File: src/rtl/core/lfs_pkg.sv
// Package for the line field selector: sizes, register indexes and the
// command and status structs that join the controller and the datapath.
// No dependencies.
package lfs_pkg;

  localparam int DATA_W     = 8;
  localparam int POS_W      = 16;
  localparam int CFG_AW     = 3;
  localparam int CFG_DW     = 32;
  localparam int HOLD_DEPTH = 63;
  localparam int HOLD_AW    = (HOLD_DEPTH > 1) ? $clog2(HOLD_DEPTH) : 1;
  localparam int HOLD_CW    = $clog2(HOLD_DEPTH + 1);
  localparam int NUM_RANGES = 4;
  localparam int RANGE_REGS = 4;

  localparam logic [DATA_W-1:0] DEFAULT_DELIM = 8'h09;

  localparam logic [CFG_AW-1:0] REG_FIELD_MODE = 3'd0;
  localparam logic [CFG_AW-1:0] REG_DELIMITER  = 3'd1;
  localparam logic [CFG_AW-1:0] REG_SUPPRESS   = 3'd2;
  localparam logic [CFG_AW-1:0] REG_RANGE_A    = 3'd3;

  typedef enum logic [1:0] {
    SEL_BYTE,
    SEL_DELIM,
    SEL_HOLD,
    SEL_DONE
  } out_sel_t;

  typedef struct packed {
    logic     cap_item;
    logic     out_load;
    out_sel_t out_sel;
    logic     out_last;
    logic     pos_bump;
    logic     hold_wr;
    logic     hold_clr;
    logic     ovf_set;
    logic     dseen_set;
    logic     any_set;
    logic     sep_set;
    logic     sep_clr;
    logic     line_clr;
    logic     flush_start;
    logic     flush_adv;
  } lfs_cmd_t;

  typedef struct packed {
    logic eol;
    logic field_mode;
    logic suppress;
    logic dseen;
    logic is_delim;
    logic sel_pos;
    logic sel_one;
    logic sep_pend;
    logic any_sent;
    logic hold_empty;
    logic hold_full;
    logic slot_free;
    logic flush_last;
  } lfs_stat_t;

endpackage

File: src/rtl/core/line_field_selector.sv
// Top level of the line field selector: controller plus datapath.
// Uses lfs_pkg, lfs_ctrl, lfs_dp and (through lfs_dp) lfs_ram.
//
// The block selects columns or delimited fields from text lines. The in_
// channel carries one transaction per content byte and one per end of line
// (in_tuser high). The out_ channel carries result bytes; a result with
// out_tuser[0] set ends the output line. out_tlast marks the last result
// caused by one input transaction. Registers are written through cfg_we,
// cfg_addr and cfg_wdata; the user must write them only while the block is
// idle, which the block itself does not enforce. An accepted transaction
// is decoded in the next cycle; a result it makes directly is loaded into
// the output register from the decode step, and if that result ends the
// transaction, in_tready rises again as it is loaded. A flush of n held
// first-field bytes starts the read of the hold RAM's registered port in
// the decode step and then issues one byte per cycle while the output
// register is free, followed by the line-end result at end of line.
// Synchronous reset clears the line state and loads the register defaults;
// in_tready is low in reset and rises in the cycle after it. The hold RAM
// needs no clearing. When the receiver stalls, the output register holds
// its result and the controller waits before emitting more.
module line_field_selector
  import lfs_pkg::*;
(
  input  logic              clk,
  input  logic              rst_n,
  input  logic              cfg_we,
  input  logic [CFG_AW-1:0] cfg_addr,
  input  logic [CFG_DW-1:0] cfg_wdata,
  input  logic              in_tvalid,
  output logic              in_tready,
  input  logic [DATA_W-1:0] in_tdata,   // [7:0] in_byte
  input  logic              in_tuser,   // [0] req_type
  output logic              out_tvalid,
  input  logic              out_tready,
  output logic [DATA_W-1:0] out_tdata,  // [7:0] out_byte
  output logic [1:0]        out_tuser,  // [0] line_done, [1] overflow
  output logic              out_tlast
);

  lfs_cmd_t  cmd;
  lfs_stat_t stat;

  lfs_ctrl u_ctrl (
    .clk       (clk),
    .rst_n     (rst_n),
    .in_tvalid (in_tvalid),
    .in_tready (in_tready),
    .stat      (stat),
    .cmd       (cmd)
  );

  lfs_dp u_dp (
    .clk        (clk),
    .rst_n      (rst_n),
    .cfg_we     (cfg_we),
    .cfg_addr   (cfg_addr),
    .cfg_wdata  (cfg_wdata),
    .in_tdata   (in_tdata),
    .in_tuser   (in_tuser),
    .out_tready (out_tready),
    .out_tvalid (out_tvalid),
    .out_tdata  (out_tdata),
    .out_tuser  (out_tuser),
    .out_tlast  (out_tlast),
    .cmd        (cmd),
    .stat       (stat)
  );

  a_one_in_flight: assert property (@(posedge clk) disable iff (!rst_n)
    in_tvalid && in_tready |=> !in_tready)
    else $error("Input accepted while a transaction was still in progress.");

  a_done_is_last: assert property (@(posedge clk) disable iff (!rst_n)
    out_tvalid && out_tuser[0] |-> out_tlast)
    else $error("Line-end result is not the last result of its transaction.");

  a_done_zero: assert property (@(posedge clk) disable iff (!rst_n)
    out_tvalid && out_tuser[0] |-> out_tdata == '0)
    else $error("Line-end result carries a non-zero byte.");

  a_flush_from_hold: assert property (@(posedge clk) disable iff (!rst_n)
    cmd.flush_adv |-> !stat.hold_empty && stat.field_mode)
    else $error("Hold flush running with an empty hold store.");

endmodule

File: src/rtl/core/lfs_ram.sv
// Generic single-write, single-read RAM with a registered read port.
// No dependencies.
module lfs_ram #(
  parameter int WIDTH = 8,
  parameter int DEPTH = 64
) (
  input  logic                                      clk,
  input  logic                                      we,
  input  logic [((DEPTH > 1) ? $clog2(DEPTH) : 1)-1:0] waddr,
  input  logic [WIDTH-1:0]                          wdata,
  input  logic                                      re,
  input  logic [((DEPTH > 1) ? $clog2(DEPTH) : 1)-1:0] raddr,
  output logic [WIDTH-1:0]                          rdata
);

  logic [WIDTH-1:0] mem [DEPTH];
  logic [WIDTH-1:0] rdata_r;

  always_ff @(posedge clk) begin
    if (we) begin
      mem[waddr] <= wdata;
    end
    if (re) begin
      rdata_r <= mem[raddr];
    end
  end

  assign rdata = rdata_r;

endmodule

File: src/rtl/core/lfs_ctrl.sv
// Controller of the line field selector: sequences one transaction through
// its result steps and the flush of held bytes. Uses lfs_pkg.
module lfs_ctrl
  import lfs_pkg::*;
(
  input  logic      clk,
  input  logic      rst_n,
  input  logic      in_tvalid,
  output logic      in_tready,
  input  lfs_stat_t stat,
  output lfs_cmd_t  cmd
);

  typedef enum logic [2:0] {
    S_IDLE,
    S_EXEC,
    S_SECOND,
    S_FLUSH,
    S_EOL
  } state_t;

  state_t state_r, state_nxt;
  logic   ready_r;
  logic   sep_emit, byte_emit;

  assign in_tready = ready_r;

  always_comb begin
    state_nxt = state_r;
    cmd       = '0;
    cmd.out_sel = SEL_BYTE;
    sep_emit  = stat.sep_pend && stat.sel_pos && stat.any_sent;
    byte_emit = !stat.is_delim && stat.sel_pos;
    unique case (state_r)
      S_IDLE: begin
        if (in_tvalid && ready_r) begin
          cmd.cap_item = 1'b1;
          state_nxt    = S_EXEC;
        end
      end
      S_EXEC: begin
        if (stat.eol) begin
          if (stat.field_mode && !stat.dseen && stat.suppress) begin
            cmd.line_clr = 1'b1;
            state_nxt    = S_IDLE;
          end else if (stat.field_mode && !stat.dseen && !stat.hold_empty) begin
            cmd.flush_start = 1'b1;
            state_nxt       = S_FLUSH;
          end else if (stat.slot_free) begin
            cmd.out_load = 1'b1;
            cmd.out_sel  = SEL_DONE;
            cmd.out_last = 1'b1;
            cmd.line_clr = 1'b1;
            state_nxt    = S_IDLE;
          end
        end else if (!stat.field_mode) begin
          if (!stat.sel_pos || stat.slot_free) begin
            cmd.out_load = stat.sel_pos;
            cmd.out_sel  = SEL_BYTE;
            cmd.out_last = 1'b1;
            cmd.pos_bump = 1'b1;
            state_nxt    = S_IDLE;
          end
        end else if (!stat.dseen) begin
          if (stat.is_delim) begin
            cmd.dseen_set = 1'b1;
            cmd.pos_bump  = 1'b1;
            cmd.sep_set   = 1'b1;
            cmd.any_set   = stat.sel_one;
            if (stat.sel_one && !stat.hold_empty) begin
              cmd.flush_start = 1'b1;
              state_nxt       = S_FLUSH;
            end else begin
              cmd.hold_clr = 1'b1;
              state_nxt    = S_IDLE;
            end
          end else begin
            cmd.hold_wr = !stat.hold_full;
            cmd.ovf_set = stat.hold_full;
            state_nxt   = S_IDLE;
          end
        end else if (!(sep_emit || byte_emit) || stat.slot_free) begin
          cmd.any_set  = stat.sep_pend && stat.sel_pos;
          cmd.sep_clr  = stat.sep_pend;
          cmd.pos_bump = stat.is_delim;
          cmd.sep_set  = stat.is_delim;
          state_nxt    = S_IDLE;
          if (sep_emit) begin
            cmd.out_load = 1'b1;
            cmd.out_sel  = SEL_DELIM;
            cmd.out_last = !byte_emit;
            if (byte_emit) begin
              state_nxt = S_SECOND;
            end
          end else if (byte_emit) begin
            cmd.out_load = 1'b1;
            cmd.out_sel  = SEL_BYTE;
            cmd.out_last = 1'b1;
          end
        end
      end
      S_SECOND: begin
        if (stat.slot_free) begin
          cmd.out_load = 1'b1;
          cmd.out_sel  = SEL_BYTE;
          cmd.out_last = 1'b1;
          state_nxt    = S_IDLE;
        end
      end
      S_FLUSH: begin
        if (stat.slot_free) begin
          cmd.out_load  = 1'b1;
          cmd.out_sel   = SEL_HOLD;
          cmd.out_last  = !stat.eol && stat.flush_last;
          cmd.flush_adv = 1'b1;
          if (stat.flush_last) begin
            if (stat.eol) begin
              state_nxt = S_EOL;
            end else begin
              cmd.hold_clr = 1'b1;
              state_nxt    = S_IDLE;
            end
          end
        end
      end
      S_EOL: begin
        if (stat.slot_free) begin
          cmd.out_load = 1'b1;
          cmd.out_sel  = SEL_DONE;
          cmd.out_last = 1'b1;
          cmd.line_clr = 1'b1;
          state_nxt    = S_IDLE;
        end
      end
      default: begin
        state_nxt = S_IDLE;
      end
    endcase
  end

  always_ff @(posedge clk) begin
    if (!rst_n) begin
      state_r <= S_IDLE;
      ready_r <= 1'b0;
    end else begin
      state_r <= state_nxt;
      ready_r <= (state_nxt == S_IDLE);
    end
  end

endmodule

File: src/rtl/core/lfs_dp.sv
// Datapath of the line field selector: configuration registers, line state,
// range compare, hold store and the output register. Uses lfs_pkg and lfs_ram.
module lfs_dp
  import lfs_pkg::*;
(
  input  logic              clk,
  input  logic              rst_n,
  input  logic              cfg_we,
  input  logic [CFG_AW-1:0] cfg_addr,
  input  logic [CFG_DW-1:0] cfg_wdata,
  input  logic [DATA_W-1:0] in_tdata,
  input  logic              in_tuser,
  input  logic              out_tready,
  output logic              out_tvalid,
  output logic [DATA_W-1:0] out_tdata,
  output logic [1:0]        out_tuser,
  output logic              out_tlast,
  input  lfs_cmd_t          cmd,
  output lfs_stat_t         stat
);

  logic              mode_r, supp_r;
  logic [DATA_W-1:0] delim_r;
  logic [CFG_DW-1:0] range_r [NUM_RANGES];

  logic              item_eol_r;
  logic [DATA_W-1:0] item_byte_r;

  logic [HOLD_CW-1:0] hold_cnt_r, hold_cnt_nxt;
  logic [POS_W-1:0]   pos_r, pos_nxt;
  logic               dseen_r, dseen_nxt;
  logic               any_r, any_nxt;
  logic               sep_r, sep_nxt;
  logic               ovf_r, ovf_nxt;
  logic [HOLD_AW-1:0] fptr_r;

  logic              out_valid_r, out_done_r, out_ovf_r, out_last_r;
  logic [DATA_W-1:0] out_byte_r, out_byte_nxt;

  logic              sel_pos, sel_one, flush_last;
  logic              ram_re;
  logic [HOLD_AW-1:0] ram_raddr;
  logic [DATA_W-1:0] ram_rdata;

  always_ff @(posedge clk) begin
    if (!rst_n) begin
      mode_r  <= 1'b0;
      delim_r <= DEFAULT_DELIM;
      supp_r  <= 1'b0;
      for (int i = 0; i < NUM_RANGES; i++) begin
        range_r[i] <= '0;
      end
    end else if (cfg_we) begin
      unique case (cfg_addr)
        REG_FIELD_MODE: mode_r  <= cfg_wdata[0];
        REG_DELIMITER:  delim_r <= cfg_wdata[DATA_W-1:0];
        REG_SUPPRESS:   supp_r  <= cfg_wdata[0];
        default: ;
      endcase
      for (int i = 0; i < NUM_RANGES; i++) begin
        if (i < RANGE_REGS && cfg_addr == CFG_AW'(int'(REG_RANGE_A) + i)) begin
          range_r[i] <= cfg_wdata;
        end
      end
    end
  end

  always_ff @(posedge clk) begin
    if (cmd.cap_item) begin
      item_eol_r  <= in_tuser;
      item_byte_r <= in_tdata;
    end
  end

  always_comb begin
    sel_pos = 1'b0;
    sel_one = 1'b0;
    for (int i = 0; i < NUM_RANGES; i++) begin
      if (range_r[i][15:0] != '0) begin
        if (pos_r >= range_r[i][15:0] && pos_r <= range_r[i][31:16]) begin
          sel_pos = 1'b1;
        end
        if (range_r[i][15:0] == POS_W'(1) && range_r[i][31:16] != '0) begin
          sel_one = 1'b1;
        end
      end
    end
  end

  always_comb begin
    hold_cnt_nxt = hold_cnt_r;
    pos_nxt      = pos_r;
    dseen_nxt    = dseen_r;
    any_nxt      = any_r;
    sep_nxt      = sep_r;
    ovf_nxt      = ovf_r;
    if (cmd.hold_wr) begin
      hold_cnt_nxt = hold_cnt_r + HOLD_CW'(1);
    end
    if (cmd.hold_clr) begin
      hold_cnt_nxt = '0;
    end
    if (cmd.pos_bump && pos_r != '1) begin
      pos_nxt = pos_r + POS_W'(1);
    end
    if (cmd.dseen_set) begin
      dseen_nxt = 1'b1;
    end
    if (cmd.any_set) begin
      any_nxt = 1'b1;
    end
    if (cmd.sep_clr) begin
      sep_nxt = 1'b0;
    end
    if (cmd.sep_set) begin
      sep_nxt = 1'b1;
    end
    if (cmd.ovf_set) begin
      ovf_nxt = 1'b1;
    end
    if (cmd.line_clr) begin
      hold_cnt_nxt = '0;
      pos_nxt      = POS_W'(1);
      dseen_nxt    = 1'b0;
      any_nxt      = 1'b0;
      sep_nxt      = 1'b0;
      ovf_nxt      = 1'b0;
    end
  end

  always_ff @(posedge clk) begin
    if (!rst_n) begin
      hold_cnt_r <= '0;
      pos_r      <= POS_W'(1);
      dseen_r    <= 1'b0;
      any_r      <= 1'b0;
      sep_r      <= 1'b0;
      ovf_r      <= 1'b0;
    end else begin
      hold_cnt_r <= hold_cnt_nxt;
      pos_r      <= pos_nxt;
      dseen_r    <= dseen_nxt;
      any_r      <= any_nxt;
      sep_r      <= sep_nxt;
      ovf_r      <= ovf_nxt;
    end
  end

  assign flush_last = ((HOLD_CW + 1)'(fptr_r) + (HOLD_CW + 1)'(1)) == {1'b0, hold_cnt_r};
  assign ram_re     = cmd.flush_start || (cmd.flush_adv && !flush_last);
  assign ram_raddr  = cmd.flush_start ? '0 : fptr_r + HOLD_AW'(1);

  always_ff @(posedge clk) begin
    if (cmd.flush_start) begin
      fptr_r <= '0;
    end else if (cmd.flush_adv) begin
      fptr_r <= fptr_r + HOLD_AW'(1);
    end
  end

  lfs_ram #(
    .WIDTH (DATA_W),
    .DEPTH (HOLD_DEPTH)
  ) u_hold (
    .clk   (clk),
    .we    (cmd.hold_wr),
    .waddr (hold_cnt_r[HOLD_AW-1:0]),
    .wdata (item_byte_r),
    .re    (ram_re),
    .raddr (ram_raddr),
    .rdata (ram_rdata)
  );

  always_comb begin
    case (cmd.out_sel)
      SEL_BYTE:  out_byte_nxt = item_byte_r;
      SEL_DELIM: out_byte_nxt = delim_r;
      SEL_HOLD:  out_byte_nxt = ram_rdata;
      default:   out_byte_nxt = '0;
    endcase
  end

  always_ff @(posedge clk) begin
    if (!rst_n) begin
      out_valid_r <= 1'b0;
    end else if (cmd.out_load) begin
      out_valid_r <= 1'b1;
    end else if (out_tready) begin
      out_valid_r <= 1'b0;
    end
  end

  always_ff @(posedge clk) begin
    if (cmd.out_load) begin
      out_byte_r <= out_byte_nxt;
      out_done_r <= (cmd.out_sel == SEL_DONE);
      out_ovf_r  <= ovf_r;
      out_last_r <= cmd.out_last;
    end
  end

  assign out_tvalid = out_valid_r;
  assign out_tdata  = out_byte_r;
  assign out_tuser  = {out_ovf_r, out_done_r};
  assign out_tlast  = out_last_r;

  always_comb begin
    stat.eol        = item_eol_r;
    stat.field_mode = mode_r;
    stat.suppress   = supp_r;
    stat.dseen      = dseen_r;
    stat.is_delim   = (item_byte_r == delim_r);
    stat.sel_pos    = sel_pos;
    stat.sel_one    = sel_one;
    stat.sep_pend   = sep_r;
    stat.any_sent   = any_r;
    stat.hold_empty = (hold_cnt_r == '0);
    stat.hold_full  = (hold_cnt_r == HOLD_CW'(HOLD_DEPTH));
    stat.slot_free  = !out_valid_r || out_tready;
    stat.flush_last = flush_last;
  end

endmodule

File: config.mk
export PLATFORM = sky130hd
export DESIGN_NAME = line_field_selector
export DESIGN_NICKNAME = d
export VERILOG_FILES = /design/src/rtl/core/lfs_pkg.sv /design/src/rtl/core/line_field_selector.sv /design/src/rtl/core/lfs_ram.sv /design/src/rtl/core/lfs_ctrl.sv /design/src/rtl/core/lfs_dp.sv
export SDC_FILE = /design/constraint.sdc
export NUM_CORES = 1
export LEC_CHECK = 0
export ABC_AREA = 1
export BUFFER_PORTS_ARGS = -buffer_cell sky130_fd_sc_hd__buf_4
export CAP_MARGIN = 20
export CORE_MARGIN = 2
export CORE_UTILIZATION = 50
export CTS_CLUSTER_DIAMETER = 200
export CTS_CLUSTER_SIZE = 20
export DETAILED_ROUTE_END_ITERATION = 12
export PLACE_DENSITY = 0.73
export SLEW_MARGIN = 20
export SYNTH_ARGS = -nofsm -noshare
export SYNTH_HDL_FRONTEND = slang
export SYNTH_SLANG_ARGS = --single-unit
File: constraint.sdc
create_clock -name clk -period 4.3 [get_ports clk]
set_clock_uncertainty 0.2 [all_clocks]
set_input_delay 0.215 -clock clk [delete_from_list [all_inputs] [get_ports clk]]
set_output_delay 0.215 -clock clk [all_outputs]
set_load 0.01 [all_outputs]
# Word level (Yosys, flattened, before mapping)
# Memory sizes are Yosys's and may differ from the RTL's. A register that Yosys moved wholly into a read port is not among the register bits.
# Cells that the tools add are included.
# classes
addsub	4
n_mul	0
div	0
order_cmp	8
n_eq_ne	21
shifts	0
n_mux	110
bitwise_logic	5
reduce_logical	55
# ops
cell	n
$mux W32	4
$reduce_bool A16 Y1	8
$eq A16 B1 Y1 const B	4
$ge A16 B16 Y1	4
$le A16 B16 Y1	4
$mux W1	64
$mux W3	15
$mux W4	10
$pmux W8 S3	1
$mux W5	4
$logic_and A1 B1 Y1	19
$add A16 B1 Y16 const B	1
$ne A16 B16 Y1 const B	1
$pmux W4 S4	1
$add A6 B1 Y6 const B	2
$eq A3 B2 Y1 const B	4
$eq A3 B3 Y1 const B	4
$pmux W3 S4	1
$logic_not A1 Y1	10
$mux W2	5
$logic_not A3 Y1	3
$eq A8 B8 Y1	1
$mux W8	1
$add A6 B1 Y7 const B	1
17 further kinds	31
# word_totals
ff_bits	67
latchBits	0
ramBits	632
mem_bits_ro	0
inputBits	49
output_inout_bits	13
elab_cells	224
mem_count	2
# memory_table
name	words	word_bits	read_ports	rd_clocked_by_memory_dff	write_ports	line_no	text
u_dp.u_hold.mem	63	8	1	1	1	lfs_ram.sv:16	logic [WIDTH-1:0] mem [DEPTH];
u_dp.range_r	4	32	4	0	4	lfs_dp.sv:24	logic [CFG_DW-1:0] range_r [NUM_RANGES];

# Logic depth before layout (Yosys ltp)
# An unclocked memory read counts as a cell.
# depth
depth_word	23
mapped_depth	29

# By module
# Synthesis repeated with hierarchy kept, for this count alone.
# unflattened
hier_cells	3208
hier_area_um2	32947.8
# by_module_without_submodules
module	instances	cells_each	area_per_inst_um2
lfs_ram	1	1785	20951.3
lfs_dp	1	1309	11373.4
lfs_ctrl	1	114	623.1

# Least setup slack after synthesis
# No wires, ideal clock.
# synth_timing
kind	register to register
startpoint	reg u_dp.pos_r[0]
endpoint	reg u_dp.pos_r[7]
setup_time_ns	0.070
arrival_ns	3.429
required_time_ns	4.030
path_slack_ns	0.600
stages_incl_launch_ff	23
n_path_buf	2
cell_sequence	dfxtp_1 > inv_1 > ha_1 > o21ai_0 > a21oi_1 > nor2_1 > o21ai_0 > a21boi_0 > o21ai_0 > nand3_1 > nand3_1 > nand2_1 > nor2_1 > inv_1 > ha_1 > nor2_1 > a21oi_1 > or2_2 > clkbuf_1 > nand4_1 > buf_2 > nand2_1 > a21oi_1
# synth_via
elab_chain_cells	21
word_cells_on_any_way	37
classes_between	add/sub (1); order compare (8); eq/ne (1); mux (14); reduce/logical (13)
# synth_lines
element	line_no	text
from (decl)	lfs_dp.sv:30	logic [POS_W-1:0] pos_r, pos_nxt;
from (signal assigned)	lfs_dp.sv:141	pos_r <= pos_nxt;
$ge A16 B16 Y1 or $le A16 B16 Y1 (tied branches)	lfs_dp.sv:80	if (pos_r >= range_r[i][15:0] && pos_r <= range_r[i][31:16]) begin
$logic_and A1 B1 Y1	lfs_dp.sv:80	
$mux W1	lfs_dp.sv:80	
$mux W1	lfs_dp.sv:79	if (range_r[i][15:0] != '0) begin
$mux W1	lfs_dp.sv:80	
$mux W1	lfs_dp.sv:79	
$mux W1	lfs_dp.sv:80	
$mux W1	lfs_dp.sv:79	
[5 not listed]	n/a	
$logic_not A1 Y1	lfs_ctrl.sv:82	end else if (!(sep_emit || byte_emit) || stat.slot_free) begin
$logic_or A1 B1 Y1	lfs_ctrl.sv:82	
$mux W5	lfs_ctrl.sv:82	
$mux W1	lfs_ctrl.sv:64	end else if (!stat.dseen) begin
$mux W5	lfs_ctrl.sv:56	end else if (!stat.field_mode) begin
$mux W8	lfs_ctrl.sv:42	if (stat.eol) begin
$mux W2	lfs_ctrl.sv:34	unique case (state_r)
$logic_and A1 B1 Y1	lfs_dp.sv:103	if (cmd.pos_bump && pos_r != '1) begin
# Several ways; a longest one is shown, not always the timed one.
# A chain may end at the register's enable or synchronous reset.

# Worst setup path in the final report
# layout_timing
startpoint	reg u_dp.pos_r[9]
endpoint	reg u_dp.pos_r[0]
# layout_via
elab_chain_cells	21
word_cells_on_any_way	36
classes_between	order compare (8); eq/ne (1); mux (14); reduce/logical (13)
# layout_lines
element	line_no
$ge A16 B16 Y1 or $le A16 B16 Y1 (tied branches)	lfs_dp.sv:80
$logic_and A1 B1 Y1	lfs_dp.sv:80
$mux W1	lfs_dp.sv:80
$mux W1	lfs_dp.sv:79
$mux W1	lfs_dp.sv:80
$mux W1	lfs_dp.sv:79
$mux W1	lfs_dp.sv:80
$mux W1	lfs_dp.sv:79
[5 not listed]	n/a
$logic_not A1 Y1	lfs_ctrl.sv:82
$logic_or A1 B1 Y1	lfs_ctrl.sv:82
$mux W5	lfs_ctrl.sv:82
$mux W1	lfs_ctrl.sv:64
$mux W5	lfs_ctrl.sv:56
$mux W8	lfs_ctrl.sv:42
$mux W2	lfs_ctrl.sv:34
$logic_and A1 B1 Y1 (*)	lfs_dp.sv:103
# Mark *: on every way between the ends. The rest lies on a longest branch, timed or not.

==> impl_metrics.csv <==
group,metric,value,unit
grt,grt_max_degree,114,
sta,min_period,3.89,ns
sta,slew_violations,0,
clocking,clock-sinks,707,
clocking,cts.htree.levels,2,
placement,placed_cell_area,35700,um2
run_status,status,"finished, final reports clean",
layout,final_cell_area,37400,um2
synth,yosys_register_bits,707,
layout,diodes,0,
synth,synth_area_leaders,"edfxtp_1 58%, nand3_1 7.6%, nand2_1 7.4%",
layout,final_cells,4384,
routing,vias,24600,
die,die_x,265,um
sta,setup_tns,0,ns
setup_path,crit_fanout,17,
synth,yosysTopAreaCellShare,58.3,%
clocking,numCtsBuffers,41,
routing,drt-pass1-iter-count,6,
synth,synth_cell_types,46,
grt,track_usage,24.9,%
power,p_total,12.8,mW
sta,hold_viol,0,
layout,regArea,20800,um2
routing,vias_per_cell,5.62,
clocking,cts_tree,"built",
die,initial_utilization,50.6,%
placement,portBuffers,61,
sta,slew_headroom,31.5,%
synth,syn-num-nets,3555,
sta,holdWs,0.140,ns
power,p_int,9.74,mW
power,p_switching,3.04,mW
power,power_density,342,nW/um2
clocking,cts-root-buf,"clkbuf_16",
die,die-area,70100,um2
layout,area_delta_synth_final,9.94,%
layout,num-nets-final,3668,
power,p_clk_share,31.5,%
layout,drive_gt1_share,8.94,%
synth,yosysSeqAreaShare,61.0,%
grt,grt_pass1_vias,23500,
die,coreArea,67300,um2
power,seq_power_share,59.9,%
synth,synth_warnings,0,
grt,grt_pass1_wl,135000,um
flow_run,maxCapViolCount,0,
layout,multi_input_area,11000,um2
setup_path,end_kind,"flop",
power,power_frac_comb,8.7,%
placement,dp_hpwl,56200,um
grt,antenna_found_initial,0,
routing,finalWirelength,88200,um
placement,dpl.cell_count,4266,
die,rows,95,
placement,place_ws,0.368,ns
sta,setup_viol,0,
synth,synthCells,3372,
power,ir_drop,0.392,mV
routing,drt_iter0_drc,3022,
routing,drc,0,
sta,setup_slack,0.406,ns
sta,rsz0062_at_grt,"false",
setup_path,worstPathArrival,4.20,ns
sta,max_freq,257,MHz
grt,grt_remaining_overflow,0,
die,die_h,265,um
sta,fin_crit_sh,90.6,%
clocking,cts_buffer_depth,3,
routing,ant_nets,0,
power,swShare,23.8,%
die,io-pin-count,62,
setup_path,path_class,"flop to flop",
hold_path,hold_class,"primary input to flop",
synth,synth_top_area_cell,"edfxtp_1",
synth,syn_area_per_cell,10.1,um2
setup_path,worstSetupStartpointType,"flop",
layout,fillers,5774,
routing,wl_per_cell,20.1,um
sta,worst_pin_slew,1.02,ns
synth,syn_area,34000,um2
setup_path,cp.required,4.60,ns
layout,final_core_util,55.6,%
power,leakagePower,15.2,nW
clocking,clk_latency,0.60,ns
placement,gp_routability_congestion,0.922,
clocking,cts.clk_slew.worst_paths,0.09,ns
==> layout by cell type (no fill, tap or decap), types with 4 or more instances in the layout <==
cell type      instances
nor3_1                24
clkbuf_1              25
nor2_1               379
nand3_1              515
nand4_1               54
nand2_1              668
nand3b_1              43
a211oi_1               4
a21oi_1               99
o21a_1                 5
nor2_2                 5
dfxtp_1               46
or2_2                 49
inv_1                359
xnor2_1                9
clkbuf_16             41
buf_12                 7
o21ai_0               38
nor4_1                 4
buf_4                171
inv_2                 18
dlygate4sd3_1         49
a21o_1                 4
ha_1                 134
edfxtp_1             660
o2111ai_1             48
xor2_1                11
==> layer usage <==
| layer | global-route usage, % | up-vias | part of all wire, % |
|---|---|---|---|
| li1 | - | 11700 | - |
| met1 | 34.9 | 11700 | 43 |
| met2 | 39.8 | 1045 | 46 |
| met3 | 4.15 | 161 | 8.6 |
| met4 | 8.02 | 0 | 3.2 |
| met5 | 0 | - | 0 |
==> path summary, 6_finish.rpt <==
path	startpoint	end	slack, ns	depth (start not counted)
max	u_dp.pos_r[9]	u_dp.pos_r[0]	0.41	22
min	cfg_we	u_dp.delim_r[7]	0.14	6
max reg2reg	u_dp.pos_r[9]	u_dp.pos_r[0]	0.41	22
min reg2reg	u_dp.sep_r	u_dp.sep_r	0.30	2
==> synth_stat cells, drive strengths merged <==
cell type	n
o22ai	1
xnor2	9
nand3	518
o21a	5
nor3	27
clkinv	2
nor2	386
o221ai	1
a21oi	99
o2111ai	48
buf	90
nor3b	2
edfxtp	660
inv	379
a211oi	4
a31oi	1
a21o	4
a311oi	2
o21bai	3
or2	50
a21boi	1
xor2	11
o31ai	3
nor4	4
a221oi	1
o21ai	39
nand4	54
o211ai	2
dfxtp	47
nand2	675
nand3b	43
ha	134
clkbuf	67
==> kinds of logic (layout without fill, tap and decap cells) <==
| kind of cell | Yosys count | count (layout) | synth area share, % |
|---|---|---|---|
| simple gates | 1759 | 1759 | 22.9 |
| flops | 707 | 707 | 61.0 |
| buf+inv | 538 | 677 | 6.71 |
| compound gates | 214 | 214 | 3.91 |
| fa+ha+maj | 134 | 134 | 4.93 |
| xor+xnor | 20 | 20 | 0.515 |
==> worst max-delay path: stages, from the launching register on <==
cell	delay, ns
dfxtp_1	0.62
buf_4	0.22
ha_1	0.15
nand2_1	0.05
nor3_1	0.39
nand3_1	0.14
nand3_1	0.11
nand3_1	0.07
nand2_1	0.06
inv_1	0.05
nand3_2	0.13
nand2_1	0.07
nor2_1	0.14
inv_1	0.06
ha_1	0.20
nor2_1	0.15
a21oi_1	0.11
or2_2	0.30
nand4_1	0.10
buf_4	0.23
nor2_1	0.06
nor2_1	0.10
nand2_1	0.06
==> sequential cells by signal, indices dropped and copies added, names as in the netlist, 3 cells and up <==
signal	cells
u_dp.item_byte_r	8
u_dp.range_r	128
u_dp.hold_cnt_r	6
u_dp.pos_r	16
u_ctrl.state_r	3
u_dp.delim_r	8
u_dp.u_hold.mem	504
u_dp.out_tdata	8
u_dp.u_hold.rdata	8
u_dp.fptr_r	6
==> what timing repair did <==
item / 4_1_cts / 5_1_grt
resized for setup: 0 / 1
hold buffers: 49 / 0
endpoints found under the setup margin: 0 / 3
endpoints found under the hold margin: 161 / 0
buffers inserted: 0 / 0
==> cell type report <==
| cell class | count | share of cell area (%) |
|---|---|---|
| clock buffers | 66 | 2.99 |
| clock inverters | 3 | 0.0903 |
| inverters | 381 | 3.84 |
| multi-input cells | 2127 | 29.5 |
| flip-flops and latches | 707 | 55.5 |
| well taps | 873 | 2.92 |
| repair buffers | 227 | 5.12 |
==> power groups by stage <==
stage                     clock [mW]  sequential, mW  combinational (mW)
after floorplan                    0            7.82               0.683
after global placement             0            7.81                1.04
after detailed placement           0            7.81                1.06
after CTS                       4.07            7.65                1.09
after global routing            4.28            7.66                1.22
final                           4.02            7.65                1.11
No activity file was read; power rests on OpenSTA's default activity.
